--- src/design/rawf_pkg.sv ---
// ----------------------------------------------------------------------------
// rawf_pkg
// Shared codes and constants of the register ALU with flags.
// ----------------------------------------------------------------------------
package rawf_pkg;

  // Instruction codes
  typedef enum logic [3:0] {
    CMD_ADD   = 4'd0,
    CMD_SUB   = 4'd1,
    CMD_MUL   = 4'd2,
    CMD_LSH   = 4'd3,
    CMD_RSH   = 4'd4,
    CMD_AND   = 4'd5,
    CMD_OR    = 4'd6,
    CMD_XOR   = 4'd7,
    CMD_UMULL = 4'd8,
    CMD_SMULL = 4'd9
  } cmd_e;

  // Operand selection
  typedef enum logic [1:0] {
    MODE_IMM = 2'd0,
    MODE_REG = 2'd1,
    MODE_MEM = 2'd2,
    MODE_BAD = 2'd3
  } mode_e;

  localparam int unsigned DataW   = 16;
  localparam int unsigned ResultW = 32;
  localparam int unsigned IndexW  = 4;
  localparam int unsigned CmdW    = 4;
  localparam int unsigned ModeW   = 2;

endpackage

--- src/design/rawf_ram.sv ---
// ----------------------------------------------------------------------------
// rawf_ram
// Generic single-write, single-read RAM with a registered read port.
// ----------------------------------------------------------------------------
module rawf_ram #(
  parameter int Width = 16,
  parameter int Depth = 16
) (
  input  logic                                      clk_i,
  input  logic                                      we_i,
  input  logic [(Depth > 1 ? $clog2(Depth) : 1)-1:0] waddr_i,
  input  logic [Width-1:0]                          wdata_i,
  input  logic [(Depth > 1 ? $clog2(Depth) : 1)-1:0] raddr_i,
  output logic [Width-1:0]                          rdata_o
);

  logic [Width-1:0] mem_q [Depth];
  logic [Width-1:0] rdata_q;

  always_ff @(posedge clk_i) begin
    if (we_i) begin
      mem_q[waddr_i] <= wdata_i;
    end
    rdata_q <= mem_q[raddr_i];
  end

  assign rdata_o = rdata_q;

endmodule

--- src/design/register_alu_with_flags_top.sv ---
// ----------------------------------------------------------------------------
// register_alu_with_flags_top
// Register-file ALU: one instruction per transaction, 16-bit registers,
// overflow and zero flags, 16x16 long multiplies.
// ----------------------------------------------------------------------------
// Each input transaction carries one instruction. The block reads its
// operands from a register file of NUM_REGS 16-bit registers, computes a
// 32-bit result (add, subtract clamped at zero, multiply, shifts,
// logic ops, or an unsigned/signed long multiply), writes the register file
// and returns one output transaction with both result halves, the flags after
// the instruction and a bad-mode indication. Throughput is one instruction per
// clock with both channels open. The accepting edge loads the execute stage and
// launches the synchronous register-file read; the execute stage then moves its
// result into the output register once that register is free or drains.
// The register file sits in two write banks (one for the destination write,
// one for the long-multiply high-half write), each duplicated for the two read
// ports; a per-register tag records which bank holds the newest value, and
// the writes of the previous instruction are forwarded so that dependent
// instructions may follow back to back. Per-register valid bits give the
// all-zero reset at once, so the block is ready right after reset with no
// clearing pass. Register indexes are taken modulo NUM_REGS.
// ----------------------------------------------------------------------------
module register_alu_with_flags_top
  import rawf_pkg::*;
#(
  parameter int NUM_REGS = 16
) (
  input  logic                clk_i,
  input  logic                rst_ni,
  // instruction channel
  input  logic                in_valid_i,
  output logic                in_ready_o,
  input  logic [CmdW-1:0]     cmd_i,
  input  logic [ModeW-1:0]    mode_i,
  input  logic [IndexW-1:0]   dest_index_i,
  input  logic [IndexW-1:0]   src_index_i,
  input  logic [IndexW-1:0]   high_index_i,
  input  logic [DataW-1:0]    immediate_i,
  input  logic [DataW-1:0]    memory_value_i,
  // result channel
  output logic                out_valid_o,
  input  logic                out_ready_i,
  output logic [DataW-1:0]    result_low_o,
  output logic [DataW-1:0]    result_high_o,
  output logic                overflow_flag_o,
  output logic                zero_flag_o,
  output logic                bad_mode_o
);

  localparam int AddrW = (NUM_REGS > 1) ? $clog2(NUM_REGS) : 1;

  // Reduce a 4-bit register index modulo NUM_REGS (at most eight subtracts).
  function automatic logic [AddrW-1:0] reg_slot(logic [IndexW-1:0] idx);
    logic [IndexW:0] v;
    v = {1'b0, idx};
    for (int i = 0; i < 8; i++) begin
      if (int'(v) >= NUM_REGS) begin
        v = v - (IndexW+1)'(NUM_REGS);
      end
    end
    return AddrW'(v);
  endfunction

  // --------------------------------------------------------------------------
  // Handshake and stage control
  // --------------------------------------------------------------------------
  logic in_accept;
  logic s1_valid_q;
  logic advance;
  logic out_valid_q;

  // Advance the execute stage when the output register is free or drains now.
  assign advance    = s1_valid_q && (!out_valid_q || out_ready_i);
  assign in_ready_o = !s1_valid_q || advance;
  assign in_accept  = in_valid_i && in_ready_o;

  always_ff @(posedge clk_i or negedge rst_ni) begin
    if (!rst_ni) begin
      s1_valid_q <= 1'b0;
    end else if (in_accept) begin
      s1_valid_q <= 1'b1;
    end else if (advance) begin
      s1_valid_q <= 1'b0;
    end
  end

  // Execute-stage payload, loaded on acceptance.
  cmd_e             s1_cmd_q;
  mode_e            s1_mode_q;
  logic [AddrW-1:0] s1_rd_q;
  logic [AddrW-1:0] s1_rn_q;
  logic [AddrW-1:0] s1_rh_q;
  logic [DataW-1:0] s1_imm_q;
  logic [DataW-1:0] s1_mem_q;

  always_ff @(posedge clk_i) begin
    if (in_accept) begin
      s1_cmd_q  <= cmd_e'(cmd_i);
      s1_mode_q <= mode_e'(mode_i);
      s1_rd_q   <= reg_slot(dest_index_i);
      s1_rn_q   <= reg_slot(src_index_i);
      s1_rh_q   <= reg_slot(high_index_i);
      s1_imm_q  <= immediate_i;
      s1_mem_q  <= memory_value_i;
    end
  end

  // --------------------------------------------------------------------------
  // Register file: bank A takes destination writes, bank B high-half writes.
  // Each bank is duplicated to serve the two read ports.
  // --------------------------------------------------------------------------
  logic [AddrW-1:0] raddr_rd;
  logic [AddrW-1:0] raddr_rn;
  logic             wa_en;
  logic             wb_en;
  logic [DataW-1:0] wa_data;
  logic [DataW-1:0] wb_data;
  logic [DataW-1:0] bank_a_rd;
  logic [DataW-1:0] bank_a_rn;
  logic [DataW-1:0] bank_b_rd;
  logic [DataW-1:0] bank_b_rn;

  // Hold the read addresses of a stalled instruction so its data stays fresh.
  assign raddr_rd = in_accept ? reg_slot(dest_index_i) : s1_rd_q;
  assign raddr_rn = in_accept ? reg_slot(src_index_i)  : s1_rn_q;

  rawf_ram #(.Width(DataW), .Depth(NUM_REGS)) u_bank_a_rd (
    .clk_i, .we_i(wa_en), .waddr_i(s1_rd_q), .wdata_i(wa_data),
    .raddr_i(raddr_rd), .rdata_o(bank_a_rd)
  );
  rawf_ram #(.Width(DataW), .Depth(NUM_REGS)) u_bank_a_rn (
    .clk_i, .we_i(wa_en), .waddr_i(s1_rd_q), .wdata_i(wa_data),
    .raddr_i(raddr_rn), .rdata_o(bank_a_rn)
  );
  rawf_ram #(.Width(DataW), .Depth(NUM_REGS)) u_bank_b_rd (
    .clk_i, .we_i(wb_en), .waddr_i(s1_rh_q), .wdata_i(wb_data),
    .raddr_i(raddr_rd), .rdata_o(bank_b_rd)
  );
  rawf_ram #(.Width(DataW), .Depth(NUM_REGS)) u_bank_b_rn (
    .clk_i, .we_i(wb_en), .waddr_i(s1_rh_q), .wdata_i(wb_data),
    .raddr_i(raddr_rn), .rdata_o(bank_b_rn)
  );

  // Per-register tags: written since reset, and newest value in bank B.
  logic [NUM_REGS-1:0] written_q;
  logic [NUM_REGS-1:0] in_b_q;
  logic [NUM_REGS-1:0] written_d;
  logic [NUM_REGS-1:0] in_b_d;

  always_comb begin
    written_d = written_q;
    in_b_d    = in_b_q;
    if (wa_en) begin
      written_d[s1_rd_q] = 1'b1;
      in_b_d[s1_rd_q]    = 1'b0;
    end
    // High half wins when both writes name the same register.
    if (wb_en) begin
      written_d[s1_rh_q] = 1'b1;
      in_b_d[s1_rh_q]    = 1'b1;
    end
  end

  always_ff @(posedge clk_i or negedge rst_ni) begin
    if (!rst_ni) begin
      written_q <= '0;
      in_b_q    <= '0;
    end else begin
      written_q <= written_d;
      in_b_q    <= in_b_d;
    end
  end

  // Writes of the previous cycle, which the RAM reads have not seen yet.
  logic             fwd_a_en_q;
  logic             fwd_b_en_q;
  logic [AddrW-1:0] fwd_a_addr_q;
  logic [AddrW-1:0] fwd_b_addr_q;
  logic [DataW-1:0] fwd_a_data_q;
  logic [DataW-1:0] fwd_b_data_q;

  always_ff @(posedge clk_i or negedge rst_ni) begin
    if (!rst_ni) begin
      fwd_a_en_q <= 1'b0;
      fwd_b_en_q <= 1'b0;
    end else begin
      fwd_a_en_q <= wa_en;
      fwd_b_en_q <= wb_en;
    end
  end

  always_ff @(posedge clk_i) begin
    fwd_a_addr_q <= s1_rd_q;
    fwd_b_addr_q <= s1_rh_q;
    fwd_a_data_q <= wa_data;
    fwd_b_data_q <= wb_data;
  end

  function automatic logic [DataW-1:0] pick_reg(
    logic [AddrW-1:0] addr,
    logic [DataW-1:0] a_data,
    logic [DataW-1:0] b_data,
    logic             b_en,
    logic [AddrW-1:0] b_addr,
    logic [DataW-1:0] b_fwd,
    logic             a_en,
    logic [AddrW-1:0] a_addr,
    logic [DataW-1:0] a_fwd,
    logic             wr,
    logic             inb
  );
    logic [DataW-1:0] v;
    if (b_en && b_addr == addr) begin
      v = b_fwd;
    end else if (a_en && a_addr == addr) begin
      v = a_fwd;
    end else if (!wr) begin
      v = '0;
    end else if (inb) begin
      v = b_data;
    end else begin
      v = a_data;
    end
    return v;
  endfunction

  logic [DataW-1:0] val_rd;
  logic [DataW-1:0] val_rn;

  assign val_rd = pick_reg(s1_rd_q, bank_a_rd, bank_b_rd,
                           fwd_b_en_q, fwd_b_addr_q, fwd_b_data_q,
                           fwd_a_en_q, fwd_a_addr_q, fwd_a_data_q,
                           written_q[s1_rd_q], in_b_q[s1_rd_q]);
  assign val_rn = pick_reg(s1_rn_q, bank_a_rn, bank_b_rn,
                           fwd_b_en_q, fwd_b_addr_q, fwd_b_data_q,
                           fwd_a_en_q, fwd_a_addr_q, fwd_a_data_q,
                           written_q[s1_rn_q], in_b_q[s1_rn_q]);

  // --------------------------------------------------------------------------
  // Execute
  // --------------------------------------------------------------------------
  logic               is_alu;
  logic               is_long;
  logic               bad;
  logic               alu_ok;
  logic [DataW-1:0]   opa;
  logic [DataW-1:0]   opb;
  logic [ResultW-1:0] a32;
  logic signed [DataW:0]     mul_a;
  logic signed [DataW:0]     mul_b;
  logic signed [2*DataW+1:0] mul_p;
  logic [ResultW-1:0] res;
  logic               ovf_q;
  logic               zero_q;

  assign is_alu  = (s1_cmd_q <= CMD_XOR);
  assign is_long = (s1_cmd_q == CMD_UMULL) || (s1_cmd_q == CMD_SMULL);
  assign bad     = is_alu && (s1_mode_q == MODE_BAD);
  assign alu_ok  = is_alu && !bad;

  always_comb begin
    unique case (s1_mode_q)
      MODE_IMM: begin opa = val_rd; opb = s1_imm_q; end
      MODE_REG: begin opa = val_rn; opb = val_rd;   end
      MODE_MEM: begin opa = val_rd; opb = s1_mem_q; end
      MODE_BAD: begin opa = val_rd; opb = s1_mem_q; end
    endcase
  end

  assign a32 = {{(ResultW-DataW){1'b0}}, opa};

  // One shared multiplier: zero-extended for mul/umull, sign-extended for smull.
  always_comb begin
    if (is_long) begin
      mul_a = (s1_cmd_q == CMD_SMULL) ? {val_rd[DataW-1], val_rd} : {1'b0, val_rd};
      mul_b = (s1_cmd_q == CMD_SMULL) ? {val_rn[DataW-1], val_rn} : {1'b0, val_rn};
    end else begin
      mul_a = {1'b0, opa};
      mul_b = {1'b0, opb};
    end
  end

  assign mul_p = mul_a * mul_b;

  always_comb begin
    res = '0;
    if (alu_ok || is_long) begin
      unique case (s1_cmd_q)
        CMD_ADD:   res = a32 + {{(ResultW-DataW){1'b0}}, opb};
        CMD_SUB:   res = (opb > opa) ? '0 : {{(ResultW-DataW){1'b0}}, opa - opb};
        CMD_MUL:   res = mul_p[ResultW-1:0];
        CMD_LSH:   res = (|opb[DataW-1:5]) ? '0 : (a32 << opb[4:0]);
        CMD_RSH:   res = (|opb[DataW-1:5]) ? '0 : (a32 >> opb[4:0]);
        CMD_AND:   res = a32 & {{(ResultW-DataW){1'b0}}, opb};
        CMD_OR:    res = a32 | {{(ResultW-DataW){1'b0}}, opb};
        CMD_XOR:   res = a32 ^ {{(ResultW-DataW){1'b0}}, opb};
        CMD_UMULL: res = mul_p[ResultW-1:0];
        CMD_SMULL: res = mul_p[ResultW-1:0];
        default:   res = '0;
      endcase
    end
  end

  assign wa_en   = advance && (alu_ok || is_long);
  assign wb_en   = advance && is_long;
  assign wa_data = res[DataW-1:0];
  assign wb_data = res[ResultW-1:DataW];

  // Flags: update only on a supported ALU instruction.
  logic flag_upd;
  logic ovf_d;
  logic zero_d;

  assign flag_upd = advance && alu_ok;
  assign ovf_d    = flag_upd ? (|res[ResultW-1:DataW]) : ovf_q;
  assign zero_d   = flag_upd ? (res == '0) : zero_q;

  always_ff @(posedge clk_i or negedge rst_ni) begin
    if (!rst_ni) begin
      ovf_q  <= 1'b0;
      zero_q <= 1'b0;
    end else begin
      ovf_q  <= ovf_d;
      zero_q <= zero_d;
    end
  end

  // --------------------------------------------------------------------------
  // Output register
  // --------------------------------------------------------------------------
  logic [DataW-1:0] out_low_q;
  logic [DataW-1:0] out_high_q;
  logic             out_ovf_q;
  logic             out_zero_q;
  logic             out_bad_q;

  always_ff @(posedge clk_i or negedge rst_ni) begin
    if (!rst_ni) begin
      out_valid_q <= 1'b0;
    end else if (advance) begin
      out_valid_q <= 1'b1;
    end else if (out_ready_i) begin
      out_valid_q <= 1'b0;
    end
  end

  always_ff @(posedge clk_i) begin
    if (advance) begin
      out_low_q  <= res[DataW-1:0];
      out_high_q <= res[ResultW-1:DataW];
      out_ovf_q  <= ovf_d;
      out_zero_q <= zero_d;
      out_bad_q  <= bad;
    end
  end

  assign out_valid_o     = out_valid_q;
  assign result_low_o    = out_low_q;
  assign result_high_o   = out_high_q;
  assign overflow_flag_o = out_ovf_q;
  assign zero_flag_o     = out_zero_q;
  assign bad_mode_o      = out_bad_q;

`ifndef SYNTH
  // A high-half write only ever comes with its low-half write.
  a_long_pair: assert property (@(posedge clk_i) disable iff (!rst_ni)
    wb_en |-> wa_en)
    else $error("high-half write without destination write");

  // An instruction leaving execute shows up in the output register.
  a_adv_out: assert property (@(posedge clk_i) disable iff (!rst_ni)
    advance |=> out_valid_q)
    else $error("executed instruction lost before output");

  // A bad-mode result carries zero in both halves.
  a_bad_zero: assert property (@(posedge clk_i) disable iff (!rst_ni)
    (out_valid_o && bad_mode_o) |-> (result_low_o == '0 && result_high_o == '0))
    else $error("bad-mode result not zero");

  // Flags hold across any cycle without a supported ALU instruction.
  a_flag_hold: assert property (@(posedge clk_i) disable iff (!rst_ni)
    !flag_upd |=> ($stable(ovf_q) && $stable(zero_q)))
    else $error("flags changed without an ALU instruction");
`endif

endmodule

--- config.mk ---
export PLATFORM = sky130hd
export DESIGN_NAME = register_alu_with_flags_top
export DESIGN_NICKNAME = d
export VERILOG_FILES = /design/src/design/rawf_pkg.sv /design/src/design/rawf_ram.sv /design/src/design/register_alu_with_flags_top.sv
export SDC_FILE = /design/constraint.sdc
export NUM_CORES = 2
export LEC_CHECK = 0
export BUFFER_PORTS_ARGS = -buffer_cell sky130_fd_sc_hd__buf_2
export CAP_MARGIN = 20
export CORE_MARGIN = 1
export CORE_UTILIZATION = 41
export CTS_CLUSTER_SIZE = 24
export DETAILED_ROUTE_END_ITERATION = 8
export GPL_TIMING_DRIVEN = 0
export PLACE_DENSITY = 0.64
export SLEW_MARGIN = 20
export SYNTH_ARGS = -nofsm -noshare
export SYNTH_HDL_FRONTEND = slang
export SYNTH_SLANG_ARGS = --single-unit
--- constraint.sdc ---
create_clock -name clk_i -period 17.46 [get_ports clk_i]
set_clock_uncertainty 0.1 [all_clocks]
set_input_delay 0.873 -clock clk_i [delete_from_list [all_inputs] [get_ports clk_i]]
set_output_delay 0.873 -clock clk_i [all_outputs]
set_load 0.01 [all_outputs]
## Yosys cells after proc, flatten, opt, wreduce, memory -nomap -nowiden

Memories as Yosys holds them, arrays and structs flattened. A register that Yosys moved wholly into a read port is not among the register bits.
Index checks and enable logic that the tools add are counted.

| word-level totals | value |
|---|---|
| memory bits (writable) | 1,024 |
| input bits | 54 |
| register bits after elaboration | 163 |
| output and inout port bits | 37 |
| logic and storage cells | 141 |
| memories kept | 4 |

| operators by class | value |
|---|---|
| multiplexer cells | 47 |
| reduce and logical (&&, ||, !) cells | 30 |
| multipliers | 1 |
| eq/ne operators | 16 |
| bitwise logic cells | 8 |
| add/subtract/negate cells | 2 |
| shift-type cells | 2 |
| $lt $le $gt $ge | 7 |

Memory list:

| memory | words | width | read ports | clocked after Yosys merged registers in | wr ports | RTL line | text |
|---|---|---|---|---|---|---|---|
| u_bank_a_rd.mem_q | 16 | 16 | 1 | 1 | 1 | rawf_ram.sv:17 | `logic [Width-1:0] mem_q [Depth];` |
| u_bank_a_rn.mem_q | 16 | 16 | 1 | 1 | 1 | rawf_ram.sv:17 |  |
| u_bank_b_rd.mem_q | 16 | 16 | 1 | 1 | 1 | rawf_ram.sv:17 |  |
| u_bank_b_rn.mem_q | 16 | 16 | 1 | 1 | 1 | rawf_ram.sv:17 |  |

Operators with widths:

| operator | count |
|---|---|
| $pmux W32 S8 | 1 |
| $mux W16 | 13 |
| $mux W32 | 3 |
| $mux W17 | 4 |
| $or A16 B16 Y16 | 4 |
| $pmux W16 S3 | 1 |
| $and A16 B16 Y16 | 2 |
| $logic_not A32 Y1 | 1 |
| $mul A17 B17 Y32 | 1 |
| $pmux W16 S2 | 1 |
| $shl A16 B5 Y32 | 1 |
| $shr A16 B5 Y32 | 1 |
| $add A16 B16 Y17 | 1 |
| $bmux W1 S4 | 4 |
| $eq A4 B3 Y1 const B | 4 |
| $eq A4 B4 Y1 | 4 |
| $gt A16 B16 Y1 | 1 |
| $mux W1 | 16 |
| $not A16 Y16 | 1 |
| $reduce_or A16 Y1 | 1 |
| $sub A16 B16 Y16 | 1 |
| $xor A16 B16 Y16 | 1 |
| $lt A4 B5 Y1 const B | 3 |
| $logic_and A1 B1 Y1 | 13 |
| other kinds (17) | 30 |

## Logic depth before layout (Yosys ltp)

| logic depth | value |
|---|---|
| depth in word-level cells | 13 |
| depth in mapped cells | 42 |
| gate-level depth less buffers | 36 |

## Modules after synthesis

Synthesis repeated with hierarchy kept, for this count alone.

| unflattened totals | value |
|---|---|
| cells, all modules | 4,382 |
| area, all modules | 63,520.9 um^2 |

By module, submodules not included:

| module | times used | cells each | area each (um^2) | seq. area each (um^2) |
|---|---|---|---|---|
| rawf_ram at u_bank_a_rn ... | 3 | 432 | 10,043.4 | 8,007.7 |
| register_alu_with_flags_top | 1 | 2,654 | 23,348.6 | 4,224.1 |
| rawf_ram at u_bank_a_rd | 1 | 432 | 10,042.1 | 8,007.7 |

## Worst setup path after synthesis

OpenSTA, ideal clock, no wires.

| timing path | value |
|---|---|
| path type | register to register |
| start | register s1_rd_q[0] |
| end | register out_ovf_q, in the netlist overflow_flag_o, data pin |
| clock period less this slack | 11,171 ps |
| path slack | 6,289 ps |
| stages on the path, launching flop included | 41 |
| path buffers | 7 |
| data arrival time | 10,805 ps |
| required time | 17,094 ps |
| cell sequence | dfxtp_1 -> buf_6 -> mux4_2 -> mux4_2 -> buf_4 -> buf_6 -> mux2i_1 -> nor4_1 -> o31a_1 -> inv_2 -> buf_2 -> buf_2 -> buf_1 -> buf_1 -> a2bb2oi_1 -> nand2_1 -> inv_1 -> fa_1 -> (+5 left out) -> fa_1 -> inv_1 -> fa_1 -> inv_1 -> ha_1 -> a21o_1 -> or4b_2 -> o221ai_1 -> nand2b_1 -> a21oi_1 -> xnor2_1 -> nand2_1 -> o2111ai_1 -> nor4_1 -> nand4bb_1 -> or4_1 -> or4b_1 -> o32a_1 |

| on the way | value |
|---|---|
| word-level cells in the longest chain between the ends | 13 |

Ends and longest elaborated chain:

| what | RTL line | text |
|---|---|---|
| start: declaration | register_alu_with_flags_top.sv:90 | `logic [AddrW-1:0] s1_rd_q;` |
| start signal: assignment | register_alu_with_flags_top.sv:100 | `s1_rd_q <= reg_slot(dest_index_i);` |
| $bmux W1 S4 | register_alu_with_flags_top.sv:233 | `written_q[s1_rd_q], in_b_q[s1_rd_q]);` |
| $mux W1 (implied by the code) | register_alu_with_flags_top.sv:233 |  |
| $mux W16 | register_alu_with_flags_top.sv:219 | `end else if (inb) begin` |
| $mux W16 | register_alu_with_flags_top.sv:217 | `end else if (!wr) begin` |
| $mux W16 | register_alu_with_flags_top.sv:215 | `end else if (a_en && a_addr == addr) begin` |
| $mux W16 * | register_alu_with_flags_top.sv:213 | `if (b_en && b_addr == addr) begin` |
| $pmux W16 S3, or another cell as far along | register_alu_with_flags_top.sv:262 | `unique case (s1_mode_q)` |
| $mux W17, or another cell as far along | register_alu_with_flags_top.sv:274 | `if (is_long) begin` |
| $mul A17 B17 Y32, or another cell as far along | register_alu_with_flags_top.sv:283 | `assign mul_p = mul_a * mul_b;` |
| $pmux W32 S8 * | register_alu_with_flags_top.sv:288 | `unique case (s1_cmd_q)` |
| $mux W32 * | register_alu_with_flags_top.sv:287 | `if (alu_ok \|\| is_long) begin` |
| via res[21] | register_alu_with_flags_top.sv:252 | `logic [ResultW-1:0] res;` |
| $reduce_or A16 Y1 * | register_alu_with_flags_top.sv:315 | `assign ovf_d = flag_upd ? (\|res[ResultW-1:DataW]) : ovf_q;` |
| $mux W1 * | register_alu_with_flags_top.sv:315 |  |
| via ovf_d | register_alu_with_flags_top.sv:311 | `logic ovf_d;` |
| end signal: assignment | register_alu_with_flags_top.sv:351 | `out_ovf_q <= ovf_d;` |
| end: declaration | register_alu_with_flags_top.sv:333 | `logic out_ovf_q;` |

The timed path passes the listed nets; every way through them passes the cells marked *. The select of a mux whose other input is x is not followed.
A chain may end at the register's enable or synchronous reset.

## Worst setup path after layout

| timing path | value |
|---|---|
| start | register s1_rd_q[1] |
| end | register out_zero_q, in the netlist zero_flag_o, data pin |

| on the way | value |
|---|---|
| word-level cells in the longest chain between the ends | 13 |

Ends and longest elaborated chain:

| what | RTL line | text |
|---|---|---|
| $bmux W1 S4 | register_alu_with_flags_top.sv:233 |  |
| $mux W1 (implied by the code) | register_alu_with_flags_top.sv:233 |  |
| $mux W16 | register_alu_with_flags_top.sv:219 |  |
| $mux W16 | register_alu_with_flags_top.sv:217 |  |
| $mux W16 | register_alu_with_flags_top.sv:215 |  |
| $mux W16 * | register_alu_with_flags_top.sv:213 |  |
| $pmux W16 S3, or another cell as far along | register_alu_with_flags_top.sv:262 |  |
| $mux W17, or another cell as far along | register_alu_with_flags_top.sv:274 |  |
| $mul A17 B17 Y32, or another cell as far along | register_alu_with_flags_top.sv:283 |  |
| $pmux W32 S8 * | register_alu_with_flags_top.sv:288 |  |
| $mux W32 * | register_alu_with_flags_top.sv:287 |  |
| via res[20] | register_alu_with_flags_top.sv:252 |  |
| $logic_not A32 Y1 * | register_alu_with_flags_top.sv:316 | `assign zero_d = flag_upd ? (res == '0) : zero_q;` |
| $mux W1 * | register_alu_with_flags_top.sv:316 |  |
| via zero_d | register_alu_with_flags_top.sv:312 | `logic zero_d;` |
| end signal: assignment | register_alu_with_flags_top.sv:352 | `out_zero_q <= zero_d;` |
| end: declaration | register_alu_with_flags_top.sv:334 | `logic out_zero_q;` |

Marks and branches as above.

==> flow_summary.ini <==
[drt]
drtIter0Drc = 5377
ant_nets = 0
detail_route.wl_per_cell_microns = 29.1
drt-total-wl_microns = 186000
drc_errors = 0
dr.pass1.iters = 6
vias = 39900
drt-vias-per-instance = 6.23

[synthesis]
synth_area_leaders = edfxtp_1 (37%), fa_1 (12%), mux4_2 (6.9%), nand2_1 (6.8%), dfxtp_1 (4.7%)
synthArstFlopShare_pct = 5.14
synth_cell_types = 95
synth_flop_cell = edfxtp_1
syn_inst = 4575
synth_nets = 5044
ys_seq_area_share_pct = 43.4
synth.largest_area_cell = edfxtp_1
synth_edf_count = 589
ys_seq_elements = 739
synth.avg_cell_area_sq_um = 10.5
netlist.area_leader.share_pct = 36.7
synth.cell_area_sq_mm = 0.0482
synth_warnings = 0

[timing]
rsz0062_at_grt = false
drv_slew = 0
slew_headroom_pct = 8.58
finalCriticalPeriod_ns = 14.41
tns_ns = 0
fmax_mhz = 69.4
layout_worst_path_cycle_share_pct = 82.5
setup_violations = 0
tightest_slew_ns = 1.36
timing.final.hold_violations = 0

[clocking]
postCtsSetupBuffers = 0
clockRootBuffer = clkbuf_16
cts_buffers = 78
clk_pin_slew_ns = 0.07
cts_tree = done
ctsHoldBuffers = 0
cts_sinks = 739
ctsResizeCount = 0
clk_latency_ns = 0.69
htree_levels = 3
cts_max_path_buffers = 3

[worst_setup_path]
slowest_stage = nor4_1
r2r-start = s1_rd_q[1]$_DFF_P_
critical_path_required_ns = 17.74
cpMostUsedCell = fa_1
ff2ff_setup_slack_ns = 3.05
cpPeakStageDelay_ns = 0.72
worst_r2r_path_depth = 41
r2r-end = zero_flag_o$_DFFE_PP_
cp-startpoint = s1_rd_q[1]$_DFF_P_
critPathMaxFanout = 19
crit_type = flip-flop to flip-flop
crit_path_end_kind = flip-flop
cp.arrival_ns = 14.69
crit_path_start_kind = flip-flop

[die]
initial_core_util_pct = 41.4
pin_count = 91
rows = 125
die-area_sq_mm = 0.119
fp.dieH_microns = 345
core_region_area_sq_mm = 0.116
die_w_microns = 345

[place]
gp_congestion = 1.04
hpwl_microns = 144000
numPortBuffers = 90

[finish]
syn2layout_area_growth_pct = 12.4
drive_gt1_share_pct = 11.6
final_common_cell = nand2_1
fillers = 10800
final_nets = 5282
final_cell_mix = nand2_1 (878), edfxtp_1 (589), inv_1 (354), nand3_1 (310), fa_1 (284)

[global_route]
grt_pass1_vias = 38900
grt_max_degree = 39
grt_usage_pct = 31.2
grt_pass1_wl_microns = 266000
grt_overflow = 0
antenna_found_initial = 2

[flow_run]
cap_violations = 0

[run_status]
status = completed

[worst_hold_path]
hold_path_class = input port to asynchronous set/reset pin
[layout make-up]
type / count / area, sq um / area share (%)
diodes: 3 / 7.51 / 0.0139
inverters: 362 / 1360 / 2.51
clock buffers: 96 / 2050 / 3.79
multi-input cells: 3198 / 25100 / 46.4
repair buffers: 158 / 1220 / 2.26
well taps: 1524 / 1910 / 3.52
clock inverters: 48 / 477 / 0.881
plain buffers: 276 / 1100 / 2.04
flip-flops and latches: 739 / 20900 / 38.6
[worst max path at each step]
stage / end / slack, ns / depth (start not counted)
global route: zero_flag_o$_DFFE_PP_ / 2.65 / 41
detailed placement: zero_flag_o$_DFFE_PP_ / 3.44 / 41
CTS: zero_flag_o$_DFFE_PP_ / 3.37 / 41
floorplan: overflow_flag_o$_DFFE_PP_ / 6.29 / 40
global placement: zero_flag_o$_DFFE_PP_ / 1.83 / 41
finish: zero_flag_o$_DFFE_PP_ / 3.05 / 41
[flip-flops by register name, indices dropped and copies added (netlist names), 2 cells and up]
name and flops:
s1_rh_q 4, u_bank_a_rd.rdata_o 16, s1_mode_q 2, result_high_o 16
u_bank_b_rd.mem_q 256, s1_imm_q 16, u_bank_b_rd.rdata_o 16, u_bank_a_rn.rdata_o 16
s1_rn_q 4, written_q 16, fwd_b_data_q 16, result_low_o 16
u_bank_a_rn.mem_q 256, fwd_a_data_q 16, fwd_a_addr_q 4, fwd_b_addr_q 4
s1_cmd_q 4, in_b_q 16, s1_mem_q 16, u_bank_b_rn.rdata_o 16
s1_rd_q 4
[layer usage]
metal | track usage (%) | share of wire, % | up-vias
li1 | - | - | 16800
met1 | 39.5 | 36 | 19700
met3 | 6.11 | 11 | 557
met5 | 0 | 0 | -
met4 | 17.8 | 6.8 | 0
met2 | 50.1 | 46 | 2802
[cell families (layout without fill, tap and decap cells)]
logic type	Yosys count	after routing	share of synthesized area [%]
other	0	3	0
muxes	227	227	8.65
AOI/OAI and AO/OA	706	706	10.2
DFF	739	739	43.4
xor gates and xnor gates	58	58	1.05
buffers and inverters	638	940	5.10
and+or+nand+nor	1792	1792	16.4
adders and majority gates	415	415	15.2
[synthesized netlist by cell type, types with 8 or more instances]
master / instances
nand3_1: 310
o22a_1: 9
a21oi_1: 109
mux4_2: 148
a211oi_1: 28
o211ai_1: 33
or3_1: 27
and3_1: 83
o221ai_1: 8
a221o_1: 21
buf_1: 34
a221oi_1: 10
inv_1: 356
nor2b_1: 23
xnor2_1: 42
nand2b_1: 28
clkbuf_1: 222
nor3_1: 52
a22oi_1: 21
edfxtp_1: 589
o21a_1: 24
o21bai_1: 17
a311oi_1: 67
nor4_1: 24
xor2_1: 16
fa_1: 284
and2_1: 25
o22ai_1: 19
nand2_1: 878
buf_2: 13
o21ai_0: 100
a21o_1: 27
nor2_1: 288
dfxtp_1: 112
dfrtp_1: 38
mux2_2: 13
o31ai_1: 14
a31oi_1: 83
mux2i_1: 60
ha_1: 131
o21ai_1: 22
nand4_1: 18
or2_2: 11
[stage by stage]
| stage | hold slack, ns | area (sq um) | std cells | util [%] | setup slack (ns) |
|---|---|---|---|---|---|
| floorplan | 0.226 | 48200 | 4575 | - | 6.29 |
| global placement | 0.233 | 50500 | 6189 | 43.4 | 1.83 |
| detailed placement | 0.242 | 51600 | 6255 | 44.3 | 3.44 |
| CTS | 0.124 | 54100 | 6399 | 46.5 | 3.37 |
| global route | 0.143 | 54100 | 6401 | 46.5 | 2.65 |
| finish | 0.138 | 54100 | 6404 | 46.5 | 3.05 |
[worst max-delay path, delay by kind of cell (launching register included)]
kind                     cells  cell delay [ns]
AND/OR/NAND/NOR              7             2.57
flip-flops                   1             0.36
XOR/XNOR                     2             0.44
AO/OA/AOI/OAI               12             3.87
buffers and inverters       13             3.31
adder cells (fa/ha/maj)      7             3.41
Power is left out: the tool's default activity adds up to more than one toggle a clock period on the data nets, which glitch-free logic cannot reach.
